### src/sv/kpd_pkg.sv
// Shared types, operation codes and the key code table of the keypad scanner.
// No dependencies; every other file of the block imports this package.
`default_nettype none

package kpd_pkg;

  localparam int unsigned FIFO_DEPTH_DEF = 64;
  localparam int unsigned QCOUNT_W       = 7;
  localparam int unsigned KEY_W          = 8;
  localparam int unsigned TIME_W         = 32;
  localparam int unsigned INTERVAL_W     = 16;

  localparam logic [INTERVAL_W-1:0] REPEAT_RESET = 16'd500;

  localparam logic [1:0] OP_TICK = 2'd0;
  localparam logic [1:0] OP_SCAN = 2'd1;
  localparam logic [1:0] OP_READ = 2'd2;

  localparam logic REG_ENABLE   = 1'b0;
  localparam logic REG_INTERVAL = 1'b1;

  typedef struct packed {
    logic             hit;
    logic [KEY_W-1:0] code;
  } key_map_t;

  typedef struct packed {
    logic             push;
    logic             pop;
    logic [KEY_W-1:0] data;
  } fifo_req_t;

  // Raw position code (row in the high nibble, column in the low nibble) to key code.
  function automatic key_map_t map_key(input logic [7:0] raw);
    key_map_t m;
    m.hit = 1'b1;
    unique case (raw)
      8'h10:   m.code = 8'h2E;
      8'h00:   m.code = 8'h30;
      8'h03:   m.code = 8'h31;
      8'h13:   m.code = 8'h32;
      8'h23:   m.code = 8'h33;
      8'h02:   m.code = 8'h34;
      8'h12:   m.code = 8'h35;
      8'h22:   m.code = 8'h36;
      8'h01:   m.code = 8'h37;
      8'h11:   m.code = 8'h38;
      8'h21:   m.code = 8'h39;
      8'h33:   m.code = 8'h41;
      8'h43:   m.code = 8'h42;
      8'h32:   m.code = 8'h43;
      8'h42:   m.code = 8'h44;
      8'h31:   m.code = 8'h45;
      8'h41:   m.code = 8'h46;
      8'h53:   m.code = 8'h26;
      8'h52:   m.code = 8'h28;
      8'h50:   m.code = 8'h25;
      8'h51:   m.code = 8'h27;
      8'h73:   m.code = 8'h08;
      8'h72:   m.code = 8'h0D;
      8'h71:   m.code = 8'h1B;
      8'h20:   m.code = 8'h70;
      8'h30:   m.code = 8'h71;
      8'h40:   m.code = 8'h72;
      8'h62:   m.code = 8'h12;
      8'h63:   m.code = 8'h80;
      default: begin
        m.hit  = 1'b0;
        m.code = '0;
      end
    endcase
    return m;
  endfunction

endpackage

`default_nettype wire

### src/sv/kpd_decode.sv
// Finds the first pressed key of an active-low 8x8 snapshot and maps it to a key code.
// Depends on kpd_pkg for the key table.
`default_nettype none

module kpd_decode (
  input  wire logic [63:0]     key_matrix_i,
  output kpd_pkg::key_map_t    key_o
);
  import kpd_pkg::*;

  logic [7:0] row_hit;
  logic [2:0] row_sel;
  logic [7:0] row_bits;
  logic [2:0] col_sel;
  logic       any_hit;

  always_comb begin
    for (int r = 0; r < 8; r++) begin
      row_hit[r] = ~&key_matrix_i[r*8 +: 8];
    end
  end

  // Lowest pressed row wins, then the lowest pressed column in it.
  always_comb begin
    row_sel = '0;
    for (int r = 7; r >= 0; r--) begin
      if (row_hit[r]) begin
        row_sel = 3'(r);
      end
    end
  end

  assign row_bits = key_matrix_i[row_sel*8 +: 8];

  always_comb begin
    col_sel = '0;
    for (int c = 7; c >= 0; c--) begin
      if (!row_bits[c]) begin
        col_sel = 3'(c);
      end
    end
  end

  assign any_hit = |row_hit;

  key_map_t mapped;
  assign mapped = map_key({1'b0, row_sel, 1'b0, col_sel});

  assign key_o.hit  = any_hit & mapped.hit;
  assign key_o.code = mapped.code;

endmodule

`default_nettype wire

### src/sv/kpd_fifo.sv
// Key queue: a synchronous memory with head and tail pointers and a fill count.
// Depends on kpd_pkg for the request struct.
`default_nettype none

module kpd_fifo #(
  parameter int unsigned FIFO_DEPTH = kpd_pkg::FIFO_DEPTH_DEF
) (
  input  wire logic                                clk_i,
  input  wire logic                                rst_ni,
  input  kpd_pkg::fifo_req_t                       req_i,
  output logic [$clog2(FIFO_DEPTH+1)-1:0]          count_o,
  output logic [$clog2(FIFO_DEPTH+1)-1:0]          count_next_o,
  output logic [kpd_pkg::KEY_W-1:0]                rd_data_o
);
  import kpd_pkg::*;

  localparam int unsigned AW = $clog2(FIFO_DEPTH);
  localparam int unsigned CW = $clog2(FIFO_DEPTH+1);
  localparam logic [AW-1:0] LAST = AW'(FIFO_DEPTH - 1);

  logic [KEY_W-1:0] mem_q [FIFO_DEPTH];
  logic [KEY_W-1:0] rd_data_q;
  logic [AW-1:0]    head_q, head_d, tail_q, tail_d;
  logic [CW-1:0]    count_q, count_d;

  // A push and a pop never come in the same request, so the count moves by one at most.
  always_comb begin
    head_d  = head_q;
    tail_d  = tail_q;
    count_d = count_q;
    if (req_i.push) begin
      tail_d  = (tail_q == LAST) ? '0 : tail_q + 1'b1;
      count_d = count_q + 1'b1;
    end
    if (req_i.pop) begin
      head_d  = (head_q == LAST) ? '0 : head_q + 1'b1;
      count_d = count_q - 1'b1;
    end
  end

  always_ff @(posedge clk_i or negedge rst_ni) begin
    if (!rst_ni) begin
      head_q  <= '0;
      tail_q  <= '0;
      count_q <= '0;
    end else begin
      head_q  <= head_d;
      tail_q  <= tail_d;
      count_q <= count_d;
    end
  end

  always_ff @(posedge clk_i) begin
    if (req_i.push) begin
      mem_q[tail_q] <= req_i.data;
    end
  end

  always_ff @(posedge clk_i) begin
    if (req_i.pop) begin
      rd_data_q <= mem_q[head_q];
    end
  end

  assign count_o      = count_q;
  assign count_next_o = count_d;
  assign rd_data_o    = rd_data_q;

endmodule

`default_nettype wire

### src/sv/matrix_keypad_scan_repeat_fifo_top.sv
// Top level of the 8x8 keypad scanner with key repeat and a key queue.
// Depends on kpd_pkg, kpd_decode and kpd_fifo.
`default_nettype none

// Channel   | Direction | Handshake                 | Payload
// ----------+-----------+---------------------------+------------------------------------------
// input     | in        | in_valid_i / in_ready_o   | opcode_i, key_matrix_i
// result    | out       | out_valid_o / out_ready_i | read_data_o, read_valid_o, key_pushed_o,
//           |           |                           | queue_count_o
// config    | in        | APB psel/penable/pready   | paddr, pwdata, prdata
//
// One request is accepted per cycle while in_ready_o is high; it is registered in the decode stage
// and then in the result register, from which its result is presented until out_ready_i takes it.
// The first stage decodes the key snapshot; the second updates the time, repeat and queue
// state and reads or writes the queue memory, whose registered read data feeds the result.
// Reset clears the control state, the time and the last key; the queue memory needs no
// clearing pass. A stalled result holds only the result register; requests are still taken
// while the decode stage is empty.

module matrix_keypad_scan_repeat_fifo_top #(
  parameter int unsigned FIFO_DEPTH = kpd_pkg::FIFO_DEPTH_DEF
) (
  input  wire logic        clk_i,
  input  wire logic        rst_ni,
  // Request channel.
  input  wire logic        in_valid_i,
  output logic             in_ready_o,
  input  wire logic [1:0]  opcode_i,
  input  wire logic [63:0] key_matrix_i,
  // Result channel.
  output logic             out_valid_o,
  input  wire logic        out_ready_i,
  output logic [7:0]       read_data_o,
  output logic             read_valid_o,
  output logic             key_pushed_o,
  output logic [6:0]       queue_count_o,
  // Configuration port.
  input  wire logic        psel,
  input  wire logic        penable,
  input  wire logic        pwrite,
  input  wire logic [2:0]  paddr,
  input  wire logic [31:0] pwdata,
  output logic [31:0]      prdata,
  output logic             pready
);
  import kpd_pkg::*;

  localparam int unsigned CW = $clog2(FIFO_DEPTH+1);

  // Configuration registers. Register index sits at paddr bit 2 (byte address 4*i).
  logic                  enable_q;
  logic [INTERVAL_W-1:0] interval_q;
  logic                  cfg_wr;

  assign pready = 1'b1;
  assign cfg_wr = psel & penable & pwrite;

  always_ff @(posedge clk_i or negedge rst_ni) begin
    if (!rst_ni) begin
      enable_q   <= 1'b0;
      interval_q <= REPEAT_RESET;
    end else if (cfg_wr) begin
      if (paddr[2] == REG_ENABLE) begin
        enable_q <= pwdata[0];
      end else begin
        interval_q <= pwdata[INTERVAL_W-1:0];
      end
    end
  end

  assign prdata = (paddr[2] == REG_INTERVAL) ? {16'b0, interval_q} : {31'b0, enable_q};

  // Pipeline handshake. Each stage loads when it is empty or is moving on.
  logic s1_v_q, out_v_q;
  logic out_free, s1_adv, in_acc;

  assign out_free   = !out_v_q || out_ready_i;
  assign s1_adv     = s1_v_q && out_free;
  assign in_ready_o = !s1_v_q || out_free;
  assign in_acc     = in_valid_i && in_ready_o;

  // Stage one: decode the snapshot into a key code.
  key_map_t         dec_key;
  logic [1:0]       s1_op_q;
  key_map_t         s1_key_q;

  kpd_decode u_decode (
    .key_matrix_i (key_matrix_i),
    .key_o        (dec_key)
  );

  always_ff @(posedge clk_i or negedge rst_ni) begin
    if (!rst_ni) begin
      s1_v_q <= 1'b0;
    end else if (in_acc) begin
      s1_v_q <= 1'b1;
    end else if (s1_adv) begin
      s1_v_q <= 1'b0;
    end
  end

  always_ff @(posedge clk_i) begin
    if (in_acc) begin
      s1_op_q  <= opcode_i;
      s1_key_q <= dec_key;
    end
  end

  // Stage two: time, repeat filter and queue update, all at the edge that moves the
  // request into the result register.
  logic [TIME_W-1:0] time_q, time_d;
  logic [KEY_W-1:0]  last_key_q, last_key_d;
  logic [TIME_W-1:0] last_push_q, last_push_d;
  logic [TIME_W-1:0] elapsed;
  logic              scan_hit, same_key, key_take;
  logic              rvalid_d;
  fifo_req_t         fifo_req;
  logic [CW-1:0]     count, count_next;
  logic [KEY_W-1:0]  fifo_rd_data;

  assign elapsed  = time_q - last_push_q;
  assign scan_hit = s1_adv && (s1_op_q == OP_SCAN) && enable_q && s1_key_q.hit;
  assign same_key = (s1_key_q.code == last_key_q);
  // A new key always goes through; a held key only once the repeat interval has passed.
  assign key_take = scan_hit && (!same_key || (elapsed >= {16'b0, interval_q}));

  always_comb begin
    time_d        = time_q;
    last_key_d    = last_key_q;
    last_push_d   = last_push_q;
    rvalid_d      = 1'b0;
    fifo_req.push = 1'b0;
    fifo_req.pop  = 1'b0;
    fifo_req.data = s1_key_q.code;
    if (s1_adv && (s1_op_q == OP_TICK)) begin
      time_d = time_q + 1'b1;
    end
    if (scan_hit && !same_key) begin
      last_key_d = s1_key_q.code;
    end
    if (key_take) begin
      last_push_d   = time_q;
      // A key taken while the queue is full still counts as pushed; the byte is lost.
      fifo_req.push = (count != CW'(FIFO_DEPTH));
    end
    if (s1_adv && (s1_op_q == OP_READ) && (count != '0)) begin
      fifo_req.pop = 1'b1;
      rvalid_d     = 1'b1;
    end
  end

  always_ff @(posedge clk_i or negedge rst_ni) begin
    if (!rst_ni) begin
      time_q      <= '0;
      last_key_q  <= '0;
      last_push_q <= '0;
    end else begin
      time_q      <= time_d;
      last_key_q  <= last_key_d;
      last_push_q <= last_push_d;
    end
  end

  kpd_fifo #(
    .FIFO_DEPTH (FIFO_DEPTH)
  ) u_fifo (
    .clk_i        (clk_i),
    .rst_ni       (rst_ni),
    .req_i        (fifo_req),
    .count_o      (count),
    .count_next_o (count_next),
    .rd_data_o    (fifo_rd_data)
  );

  // Result register. The popped byte comes straight from the memory's read register,
  // which only changes when the next pop moves a request into this register.
  logic                rvalid_q, pushed_q;
  logic [QCOUNT_W-1:0] qcount_q;

  always_ff @(posedge clk_i or negedge rst_ni) begin
    if (!rst_ni) begin
      out_v_q <= 1'b0;
    end else if (s1_adv) begin
      out_v_q <= 1'b1;
    end else if (out_ready_i) begin
      out_v_q <= 1'b0;
    end
  end

  always_ff @(posedge clk_i) begin
    if (s1_adv) begin
      rvalid_q <= rvalid_d;
      pushed_q <= key_take;
      qcount_q <= QCOUNT_W'(count_next);
    end
  end

  assign out_valid_o   = out_v_q;
  assign read_valid_o  = rvalid_q;
  assign read_data_o   = rvalid_q ? fifo_rd_data : '0;
  assign key_pushed_o  = pushed_q;
  assign queue_count_o = qcount_q;

endmodule

`default_nettype wire
### config.mk
export PLATFORM = sky130hd
export DESIGN_NAME = matrix_keypad_scan_repeat_fifo_top
export DESIGN_NICKNAME = d
export VERILOG_FILES = /design/src/sv/kpd_pkg.sv /design/src/sv/kpd_decode.sv /design/src/sv/kpd_fifo.sv /design/src/sv/matrix_keypad_scan_repeat_fifo_top.sv
export SDC_FILE = /design/constraint.sdc
export NUM_CORES = 1
export LEC_CHECK = 0
export BUFFER_PORTS_ARGS = -buffer_cell sky130_fd_sc_hd__buf_2
export CAP_MARGIN = 20
export CORE_MARGIN = 2
export CORE_UTILIZATION = 45
export DETAILED_ROUTE_END_ITERATION = 6
export PLACE_DENSITY = 0.61
export SLEW_MARGIN = 25
export SYNTH_ARGS = -nofsm -noshare
export SYNTH_HDL_FRONTEND = slang
export SYNTH_SLANG_ARGS = --single-unit
export TNS_END_PERCENT = 5
### constraint.sdc
create_clock -name clk_i -period 7.25 [get_ports clk_i]
set_input_delay 1.0875 -clock clk_i [delete_from_list [all_inputs] [get_ports clk_i]]
set_output_delay 1.0875 -clock clk_i [all_outputs]
set_load 0.01 [all_outputs]
==> results of run 1 <==
[flip-flops by register name, summed over array words and instances (netlist names)]
name and count:
time_q 32, s1_op_q 2, fifo_req 8, last_push_q 32, u_fifo.mem_q 512, u_fifo.count_o 7, u_fifo.tail_q 6, u_fifo.rd_data_o 8
u_fifo.head_q 6, interval_q 16, s1_key_q 1, last_key_q 8, read_valid_o 1, s1_v_q 1, queue_count_o 7, key_pushed_o 1
enable_q 1, out_valid_o 1
[logic make-up (layout without fill, tap and decap cells)]
group | after synthesis | in the layout
AOI/OAI and AO/OA | 243 | 243
xor gates and xnor gates | 65 | 65
adders and majority gates | 54 | 54
buffers and inverters | 170 | 362
DFF | 650 | 650
muxes | 234 | 234
other | 2 | 17
and+or+nand+nor | 434 | 434
[metal layers]
layer	share of wire, %	up-vias
li1	-	7719
met1	43	8909
met2	47	574
met3	6.8	109
met4	2.3	4
met5	0.047	-
[final timing paths]
path | endpoint | slack [ps] | cells past startpoint
min in group asynchronous | time_q[15] | 520 | 1
setup reg to reg | u_fifo.mem_q[49][2] | 540 | 25
hold / removal | last_push_q[11] | 480 | 1
setup / recovery | u_fifo.mem_q[49][2] | 540 | 25
hold reg to reg | last_push_q[11] | 480 | 1
max in group asynchronous | u_fifo.head_q[1] | 5430 | 2
[worst max-delay path: cells and delay by family, from the launching register on]
family,cells,cell delay [ps]
simple gates,6,1740
fa+ha+maj,2,530
xor+xnor,1,90
compound gates,14,3180
buf+inv,2,450
flops,1,450
[synth_stat cells, types with 9 or more instances]
cell	n
ha_1	53
and4_1	30
a21oi_1	56
nand2_1	78
buf_1	14
inv_1	66
clkbuf_1	62
or3_1	9
nor3_1	21
o21a_1	9
a21o_1	29
o31ai_1	10
mux2_2	33
o21ai_0	29
nor2_1	62
mux4_2	168
and2_1	39
and3_1	16
a2111oi_0	9
nand3_1	45
dfrtp_1	104
nand4_1	41
xor2_1	23
nor4b_1	17
o211ai_1	10
mux2_4	18
edfxtp_1	540
nor4_1	16
buf_4	19
mux2_1	10
nand2b_1	15
xnor2_1	42
[cell type report]
cell class | count | area share, %
clock buffers | 86 | 5.47
clock inverters | 37 | 1.17
inverters | 67 | 0.744
multi-input cells | 1047 | 30.3
flip-flops and latches | 650 | 56.1
well taps | 864 | 3.20
repair buffers | 172 | 2.95
[power by group]
part	switching, mW	internal (mW)	leakage (nW)
Clock	1.47	1.98	1.10
Combinational	1.49	1.41	4.58
Sequential	0.261	4.21	6.32
Total	3.22	7.61	12.0
==> key figures, run 1 <==
STA
  – Minimum clock period: 6710 ps
  – Clock Skews: 32.6 ps
  – RSZ-0062 raised after global routing: no
  – Final setup TNS: 0 ps
  – Final period util: 92.6%
  – Max-slew violation count: 0
  – Final WS setup: 537 ps
  – Max Freq: 0.149 GHz
  – Slew @ Worst Pin: 1070 ps
  – Hold Fails Final Rpt: 0
  – Final setup viols: 0
  – Worst slew margin: 28.7%
  – Hold WS: 485 ps

Worst setup path
  – Setup crit end kind: flop
  – Critical Path RT: 7610 ps
  – CP Class: flop to flop
  – Startpoint Class: flop
  – Setup crit start: time_q[1]
  – Crit path max fanout: 15
  – CP peak stage delay: 660 ps
  – Arrival time worst endpoint: 7070 ps
  – Critical R2R Launch: time_q[1]
  – CP most frequent cell: a21oi_1
  – Crit-path slowest cell: or4_1

Finish
  – Commonest cells after routing, fill and taps aside: edfxtp_1, mux4_2, buf_2
  – Antenna diodes: 0
  – Share of layout cells above drive strength 1: 25.9%
  – Register area: 19000 um^2
  – Final #Nets: 2169
  – Synth-to-layout area growth: 13.5%
  – Multi-input gate area: 10300 um^2
  – FILL cells: 5375
  – Design Area, Final: 33800 um^2
  – Non-Filler Instances: 2923
  – Leading cell type in the layout, fill and taps excluded: edfxtp_1
  – Final Util: 51.5%

Synthesis
  – Top-area cell type share of the netlist area: 54.4%
  – Synth Area in Simple Gates: 8.38%
  – Synthesized area: 29800 um^2
  – Fraction of registers with async set/reset: 16.9%
  – Post-synth top area cell: edfxtp_1
  – Cells after synthesis: 1852
  – Xor/xnor share of the synthesized area: 1.91%
  – Synth area leaders: edfxtp_1, mux4_2, dfrtp_1
  – Mux cell area share after synthesis: 15.4%
  – Synth Area in Compound Gates: 5.82%
  – Post-synth EDFFs: 540
  – YS warnings: 0
  – Synth Area in Adders: 2.29%
  – Top_reg_cell synth: edfxtp_1
  – Post-synthesis sequential area ratio: 63.7%
  – Largest family of logic cells by synthesized area: multiplexers
  – Cell variety after synth: 91
  – Count of state elements after synthesis: 650
  – Avg Inst Size Synth: 16.1 um^2

Global routing
  – Largest net degree at the start of global routing: 69
  – GRT met2 Usage: 33.3%
  – Met1 global-route usage: 30.3%
  – Grt total ovfl: 0
  – Initial antenna violation count: 5
  – First-pass GRT wire length: 108000 um
  – Vias in the first global route: 17500
  – GRT Total Usage: 21.1%
  – Most utilized layer in the global route result: met2
  – GR Util met3: 4.14%

Place
  – # port buffers: 124
  – Post-Place Cells: 2800
  – Dpl hpwl: 44900 um
  – Placed cell areas: 31500 um^2
  – Post-place setup slack: 687 ps
  – Final GP Congestion: 0.908

Status
  – Status: complete, no violations

CTS
  – CTS H-tree lvls: 3
  – CTS root buf: clkbuf_16
  – Clk_lat worst skew: 620 ps
  – Post-CTS Setup Bufs: 0
  – Cts hold-fix bufs: 0
  – Num Clock Sinks: 650
  – CTS tree: built
  – CTS Buf Count: 69
  – CTS max path bufs: 3
  – Clock transition at path regs: 60 ps
  – Resized cells post-CTS: 0

Route
  – Initial drt markers: 1621
  – DRC: 0
  – Via count: 17300
  – Antenna Nets Post-Route: 0
  – Pre-Repair DR Iteration Count: 5
  – DR WL/cell: 24.0 um
  – Vias per cell: 5.92
  – Final WL: 70200 um

Run
  – Maxcap violations: 0

Power
  – Total power: 10.8 mW
  – Lkg Pwr: 12.0 nW
  – Max VDD drop: 0.200 mV
  – Power per cell area: 320 nW/um^2

Floorplan
  – Die Area: 68300 um^2
  – Initial Utilization: 45.4%
  – # rows: 94
  – Chip height: 261 um
  – Die Wd: 261 um
  – Core area: 65600 um^2
  – I/O pin count: 160

Worst hold path
  – Worst Hold Launch: last_push_q[11]
  – Worst Hold Class: flop to flop
Power figures use the tool's default switching activity.
==> run 2: changes to the inputs <==
Settings changed: CORE_MARGIN 2 to not set.
==> run 2 against run 1 <==
  * Fmax up 4.0%
  * Combinational power about the same
  * Clock power up 3%
  * Largest power group unchanged
  * Final cell count down 0.31%
  * Critical path depth unchanged
  * Via count down 0.33%
  * Power up 0.92%
  * Highest routed layer is now met4
==> key figures, run 2 (synthesized netlist as in run 1, its figures left out) <==
Worst setup path
  – Critical Path RT: 7620 ps (about the same)
  – CP peak stage delay: 650 ps (about the same)
  – CP most frequent cell: a21oi_1
  – Setup crit end kind: flop
  – Reg2reg path depth: 25 (unchanged)
  – Critical R2R Launch: time_q[1]
  – Reg-to-reg slack, setup: 800 ps (+260 ps)
  – Crit path max fanout: 16 (+1)
  – Startpoint Class: flop
  – CP Class: flop to flop
  – Crit-path slowest cell: or4_1
  – RR Endpoint: u_fifo.mem_q[9][0]
  – Arrival time worst endpoint: 6820 ps (-250 ps)

Floorplan
  – Die Wd: 259 um (-0.77%)
  – # rows: 93 (-1.1%)
  – Die Area: 67200 um^2 (-1.5%)
  – I/O pin count: 160 (unchanged)
  – Core area: 64900 um^2 (-1.1%)
  – Initial Utilization: 45.9% (+0.49 points)
  – Chip height: 259 um (-0.77%)

CTS
  – CTS Buf Count: 70 (+1.4%)
  – CTS tree: built
  – CTS H-tree lvls: 3 (unchanged)
  – CTS max path bufs: 3 (unchanged)
  – Clock transition at path regs: 60 ps (about the same)
  – CTS root buf: clkbuf_16
  – Num Clock Sinks: 650 (unchanged)
  – Clk_lat worst skew: 630 ps (about the same)
  – Post-CTS Setup Bufs: 0 (unchanged)
  – Cts hold-fix bufs: 0 (unchanged)
  – Resized cells post-CTS: 0 (unchanged)

Place
  – # port buffers: 124 (unchanged)
  – Dpl hpwl: 44900 um (+0.13%)
  – Final GP Congestion: 0.864 (-4.8%)
  – Post-Place Cells: 2789 (-0.39%)

Route
  – Final WL: 70300 um (+0.22%)
  – DR WL/cell: 24.1 um (+0.53%)
  – Vias per cell: 5.92 (about the same)
  – Initial drt markers: 1332 (-18%)
  – DRC: 0 (unchanged)
  – Antenna Nets Post-Route: 0 (unchanged)
  – Via count: 17300 (-0.33%)
  – Pre-Repair DR Iteration Count: 5 (unchanged)

Finish
  – Share of layout cells above drive strength 1: 25.7% (-0.18 points)
  – Synth-to-layout area growth: 13.6% (about the same)
  – Commonest cells after routing, fill and taps aside: edfxtp_1, mux4_2, buf_2
  – Top Registers: u_fifo.mem_q x512, last_push_q x32, time_q x32
  – Max reg flops: 512 (unchanged)
  – Multi-input gate area: 10200 um^2 (about the same)
  – FILL cells: 5274 (-1.9%)
  – Register area: 19000 um^2 (unchanged)
  – Top reg by flops: u_fifo.mem_q
  – Leading cell type in the layout, fill and taps excluded: edfxtp_1
  – Final #Nets: 2168 (-0.046%)
  – Non-Filler Instances: 2914 (-0.31%)

Global routing
  – First-pass GRT wire length: 108000 um (-0.17%)
  – Most utilized layer in the global route result: met2
  – GRT Total Usage: 21.3% (+0.14 points)
  – GR Util met3: 3.08% (-1.1 points)
  – Vias in the first global route: 17500 (+0.33%)
  – GRT met2 Usage: 34.5% (+1.2 points)
  – Initial antenna violation count: 1 (-4)
  – Grt total ovfl: 0 (unchanged)
  – Largest net degree at the start of global routing: 103 (+49%)
  – Met1 global-route usage: 30.0% (-0.20 points)

STA
  – Hold Fails Final Rpt: 0 (unchanged)
  – Final period util: 89.0% (-3.6 points)
  – Minimum clock period: 6450 ps (-259 ps)
  – Slew @ Worst Pin: 1140 ps (+71.1 ps)
  – Clock Skews: 43.0 ps (+10.5 ps)
  – Max-slew violation count: 0 (unchanged)
  – Final setup TNS: 0 ps (unchanged)
  – Worst slew margin: 24.0% (-4.6 points)
  – Max Freq: 0.155 GHz (+4.0%)
  – RSZ-0062 raised after global routing: no
  – Final setup viols: 0 (unchanged)

Run
  – Maxcap violations: 0 (unchanged)

Power
  – Lkg Pwr: 12.0 nW (+0.13%)
  – Power per cell area: 323 nW/um^2 (+0.84%)
  – Total power: 10.9 mW (+0.92%)
  – Max VDD drop: 0.238 mV (+19%)

Status
  – Status: complete, no violations

Worst hold path
  – Worst Hold Class: input port to async pin
[run 2: cell count changes in the layout (fill, tap and decap cells not counted), sizes merged]
cell and delta:
bufinv +2, clkbuf +3, clkinvlp -1, inv +1, buf -2, clkinv -4, diode +1
[run 2: metal layers]
layer	wire length [um]	vias up
li1	-	7737
met1	31200	8847
met2	33900	568
met3	3670	106
met4	1560	0
met5	0	-
[run 2: worst max-delay path by stage]
stage | start | to | slack (ps)
after floorplan | time_q[1] | u_fifo.mem_q[25][0] | 1930
after global placement | time_q[1] | u_fifo.mem_q[9][7] | 910
after detailed placement | time_q[1] | u_fifo.mem_q[10][7] | 880
after CTS | time_q[1] | u_fifo.mem_q[11][0] | 860
after global routing | time_q[1] | u_fifo.mem_q[9][0] | 280
final | time_q[1] | u_fifo.mem_q[9][0] | 800
[run 2: layout make-up]
cell class | instances | area share [%]
Clock inverter | 35 | 1.14
Antenna cell | 1 | 0.00739
Clock buffer | 89 | 5.66
Sequential cell | 650 | 56.1
Timing Repair Buffer | 170 | 2.91
Tap cell | 855 | 3.16
Inverter | 67 | 0.743
Multi-Input combinational cell | 1047 | 30.3
[run 2: worst max-delay path: cells and delay by family (launching register included)]
kind | cells | cell delay [ps]
AND/OR/NAND/NOR | 6 | 1620
XOR/XNOR | 1 | 90
adder cells (fa/ha/maj) | 2 | 500
AO/OA/AOI/OAI | 14 | 3040
buffers and inverters | 2 | 500
flip-flops | 1 | 440
[run 2: through the flow]
stage | setup slack [ps] | utilization [%] | hold slack (ps) | cell area (um^2)
after global placement | 910 | 48.5 | 467 | 31500
after detailed placement | 879 | 48.5 | 476 | 31500
final | 797 | 52.1 | 463 | 33800
after global routing | 284 | 52.1 | 497 | 33800
after CTS | 860 | 52.1 | 488 | 33800
after floorplan | 1930 | - | 457 | 29800
[run 2: power by group]
group / leakage, nW / switching [mW] / internal, mW
Clock: 1.13 / 1.47 / 2.10
Combinational: 4.57 / 1.48 / 1.41
Sequential: 6.32 / 0.256 / 4.21
Total: 12.0 / 3.20 / 7.72
==> run 3: changes to the inputs <==
==> constraint.sdc (replaced) <==
create_clock -name clk_i -period 7.25 [get_ports clk_i]
set_input_delay 1.45 -clock clk_i [delete_from_list [all_inputs] [get_ports clk_i]]
set_output_delay 1.45 -clock clk_i [all_outputs]
set_load 0.01 [all_outputs]
==> run 3 against run 2 <==
  * Combinational power barely moved
  * Setup slack got worse by 19 ps
  * Sequential power barely moved
  * Largest power group unchanged
  * Highest routed layer is now met5
==> key figures, run 3 (synthesized netlist as in run 1, its figures left out) <==
Power
  – Power Internal: 7.62 mW (-1.3%)
  – Clock group share of total power: 31.8% (-0.8 points)
  – Total power: 10.8 mW (-1.1%)
  – Lkg Pwr: 12.0 nW (-0.49%)
  – Flop pwr share: 41.5% (+0.6 points)
  – Switching pwr: 3.18 mW (-0.70%)
  – Switching Fraction: 29.5% (+0.13 points)
  – Power per cell area: 320 nW/um^2 (-0.86%)
  – Logic pwr share: 26.6% (about the same)
  – Max VDD drop: 0.310 mV (+30%)

Finish
  – Share of layout cells above drive strength 1: 25.2% (-0.51 points)
  – Top reg by flops: u_fifo.mem_q
  – Top Registers: u_fifo.mem_q x512, last_push_q x32, time_q x32
  – Final #Nets: 2169 (+0.046%)
  – Non-Filler Instances: 2919 (+0.17%)
  – Synth-to-layout area growth: 13.3%
  – Design Area, Final: 33700 um^2 (-0.27%)
  – Antenna diodes: 0 (-1)
  – Final Util: 52.0% (-0.14 points)
  – Max reg flops: 512 (unchanged)
  – Leading cell type in the layout, fill and taps excluded: edfxtp_1
  – Commonest cells after routing, fill and taps aside: edfxtp_1, mux4_2, buf_2

Global routing
  – Grt total ovfl: 0 (unchanged)
  – GRT Total Usage: 21.2% (-0.071 points)
  – Vias in the first global route: 17700 (+0.92%)
  – Largest net degree at the start of global routing: 101 (-1.9%)
  – First-pass GRT wire length: 107000 um (-1.0%)
  – Initial antenna violation count: 2 (+1)

Floorplan
  – # rows: 93 (unchanged)
  – Die Area: 67200 um^2 (unchanged)
  – I/O pin count: 160 (unchanged)
  – Chip height: 259 um (unchanged)
  – Core area: 64900 um^2 (unchanged)
  – Die Wd: 259 um (unchanged)
  – Initial Utilization: 45.9% (unchanged)

Place
  – Final GP Congestion: 0.892 (+3.2%)
  – Post-Place Cells: 2790 (+0.036%)
  – # port buffers: 124 (unchanged)
  – Placed cell areas: 31500 um^2 (about the same)
  – Post-place setup slack: 807 ps (-71.9 ps)
  – Dpl hpwl: 44600 um (-0.65%)

Route
  – Antenna Nets Post-Route: 0 (unchanged)
  – Via count: 17200 (-0.27%)
  – Vias per cell: 5.90 (-0.44%)
  – DR WL/cell: 24.0 um (-0.74%)
  – Final WL: 69900 um (-0.57%)
  – DRC: 0 (unchanged)
  – Initial drt markers: 1609 (+21%)
  – Pre-Repair DR Iteration Count: 5 (unchanged)

CTS
  – Post-CTS Setup Bufs: 0 (unchanged)
  – Num Clock Sinks: 650 (unchanged)
  – CTS tree: built
  – CTS Buf Count: 70 (unchanged)
  – CTS root buf: clkbuf_16
  – CTS max path bufs: 3 (unchanged)
  – Clock transition at path regs: 60 ps (about the same)
  – Resized cells post-CTS: 0 (unchanged)
  – Cts hold-fix bufs: 0 (unchanged)
  – Clk_lat worst skew: 630 ps (about the same)
  – CTS H-tree lvls: 3 (unchanged)

Worst setup path
  – Delay-heaviest family, CP: compound AO/OA/AOI/OAI gates
  – CP peak stage delay: 720 ps (+70 ps)
  – Worst path buffer plus inverter count: 0 (-2)
  – Setup crit end kind: flop
  – Crit-path slowest cell: nor4_4
  – Critical Path RT: 7570 ps (-50 ps)
  – Arrival time worst endpoint: 6800 ps (-20 ps)
  – Startpoint Class: flop
  – CP Class: flop to flop
  – CP Cell Sequence: ha_1 -> nor2b_1 -> o21a_1 -> o21ai_1 -> a2111o_1 -> a21oi_1 -> o21a_1 -> o21ai_0 -> nand2b_1 -> a21o_1 -> a21oi_1 -> xnor2_1 -> ha_1 -> a21oi_1 -> o211ai_1 -> a2111oi_0 -> o2111ai_1 -> a2111o_1 -> a2111oi_0 -> nand4_1 -> nor4_4 -> nor2_4 -> and4b_1
  – CP most frequent cell: a21oi_1
  – Crit path max fanout: 36 (+20)

STA
  – Final period util: 89.3% (+0.26 points)
  – Clock Skews: 40.0 ps (-3.04 ps)
  – Slew @ Worst Pin: 1080 ps (-55.9 ps)
  – Final WS setup: 778 ps (-19.0 ps)
  – Final setup viols: 0 (unchanged)
  – Minimum clock period: 6470 ps (+19.0 ps)
  – Max Freq: 0.155 GHz (-0.29%)
  – Max-slew violation count: 0 (unchanged)
  – Hold Fails Final Rpt: 0 (unchanged)
  – Worst slew margin: 27.7% (+3.6 points)
  – Hold WS: 483 ps (+20.3 ps)
  – RSZ-0062 raised after global routing: no
  – Final setup TNS: 0 ps (unchanged)

Worst hold path
  – Worst Hold Class: flop to flop

Status
  – Status: complete, no violations

Run
  – Maxcap violations: 0 (unchanged)
[run 3: changes by cell type in the layout (fill, tap and decap cells not counted), sizes merged]
| cell | delta |
|---|---|
| clkinv | -7 |
| inv | +2 |
| bufinv | -2 |
| clkbuf | +12 |
| diode | -1 |
| buf | +1 |
[run 3: cell type report]
cell class / instances / area, um^2
clock inverter: 28 / 292
timing repair buffer: 171 / 988
clock buffer: 101 / 1920
inverter: 67 / 251
multi-input combinational: 1047 / 10200
fill: 5309 / 31200
tap: 855 / 1070
sequential: 650 / 19000
[run 3: worst paths after layout]
path                                       from            endpoint  slack, ps  depth (start not counted)
worst max-delay path                  time_q[1]  u_fifo.mem_q[0][6]        780                         23
worst min-delay path            last_push_q[21]     last_push_q[21]        480                          1
max in group asynchronous                rst_ni    u_fifo.head_q[0]       5010                          2
worst max register to register        time_q[1]  u_fifo.mem_q[0][6]        780                         23
min in group asynchronous                rst_ni          time_q[13]        820                          1
worst min register to register  last_push_q[21]     last_push_q[21]        480                          1
[run 3: routing by layer]
metal	GRT usage, %	routed length (um)
met1	28.9	29600
met2	34.3	33700
met3	3.93	4570
met4	7.25	2040
met5	0	13
[run 3: power by group through the flow]
stage | registers (mW) | logic, mW | clock network [mW]
floorplan | 4.39 | 2.14 | 0
global placement | 4.57 | 2.85 | 0
detailed placement | 4.57 | 2.88 | 0
CTS | 4.49 | 2.91 | 3.50
global route | 4.53 | 3.10 | 3.64
finish | 4.49 | 2.88 | 3.44
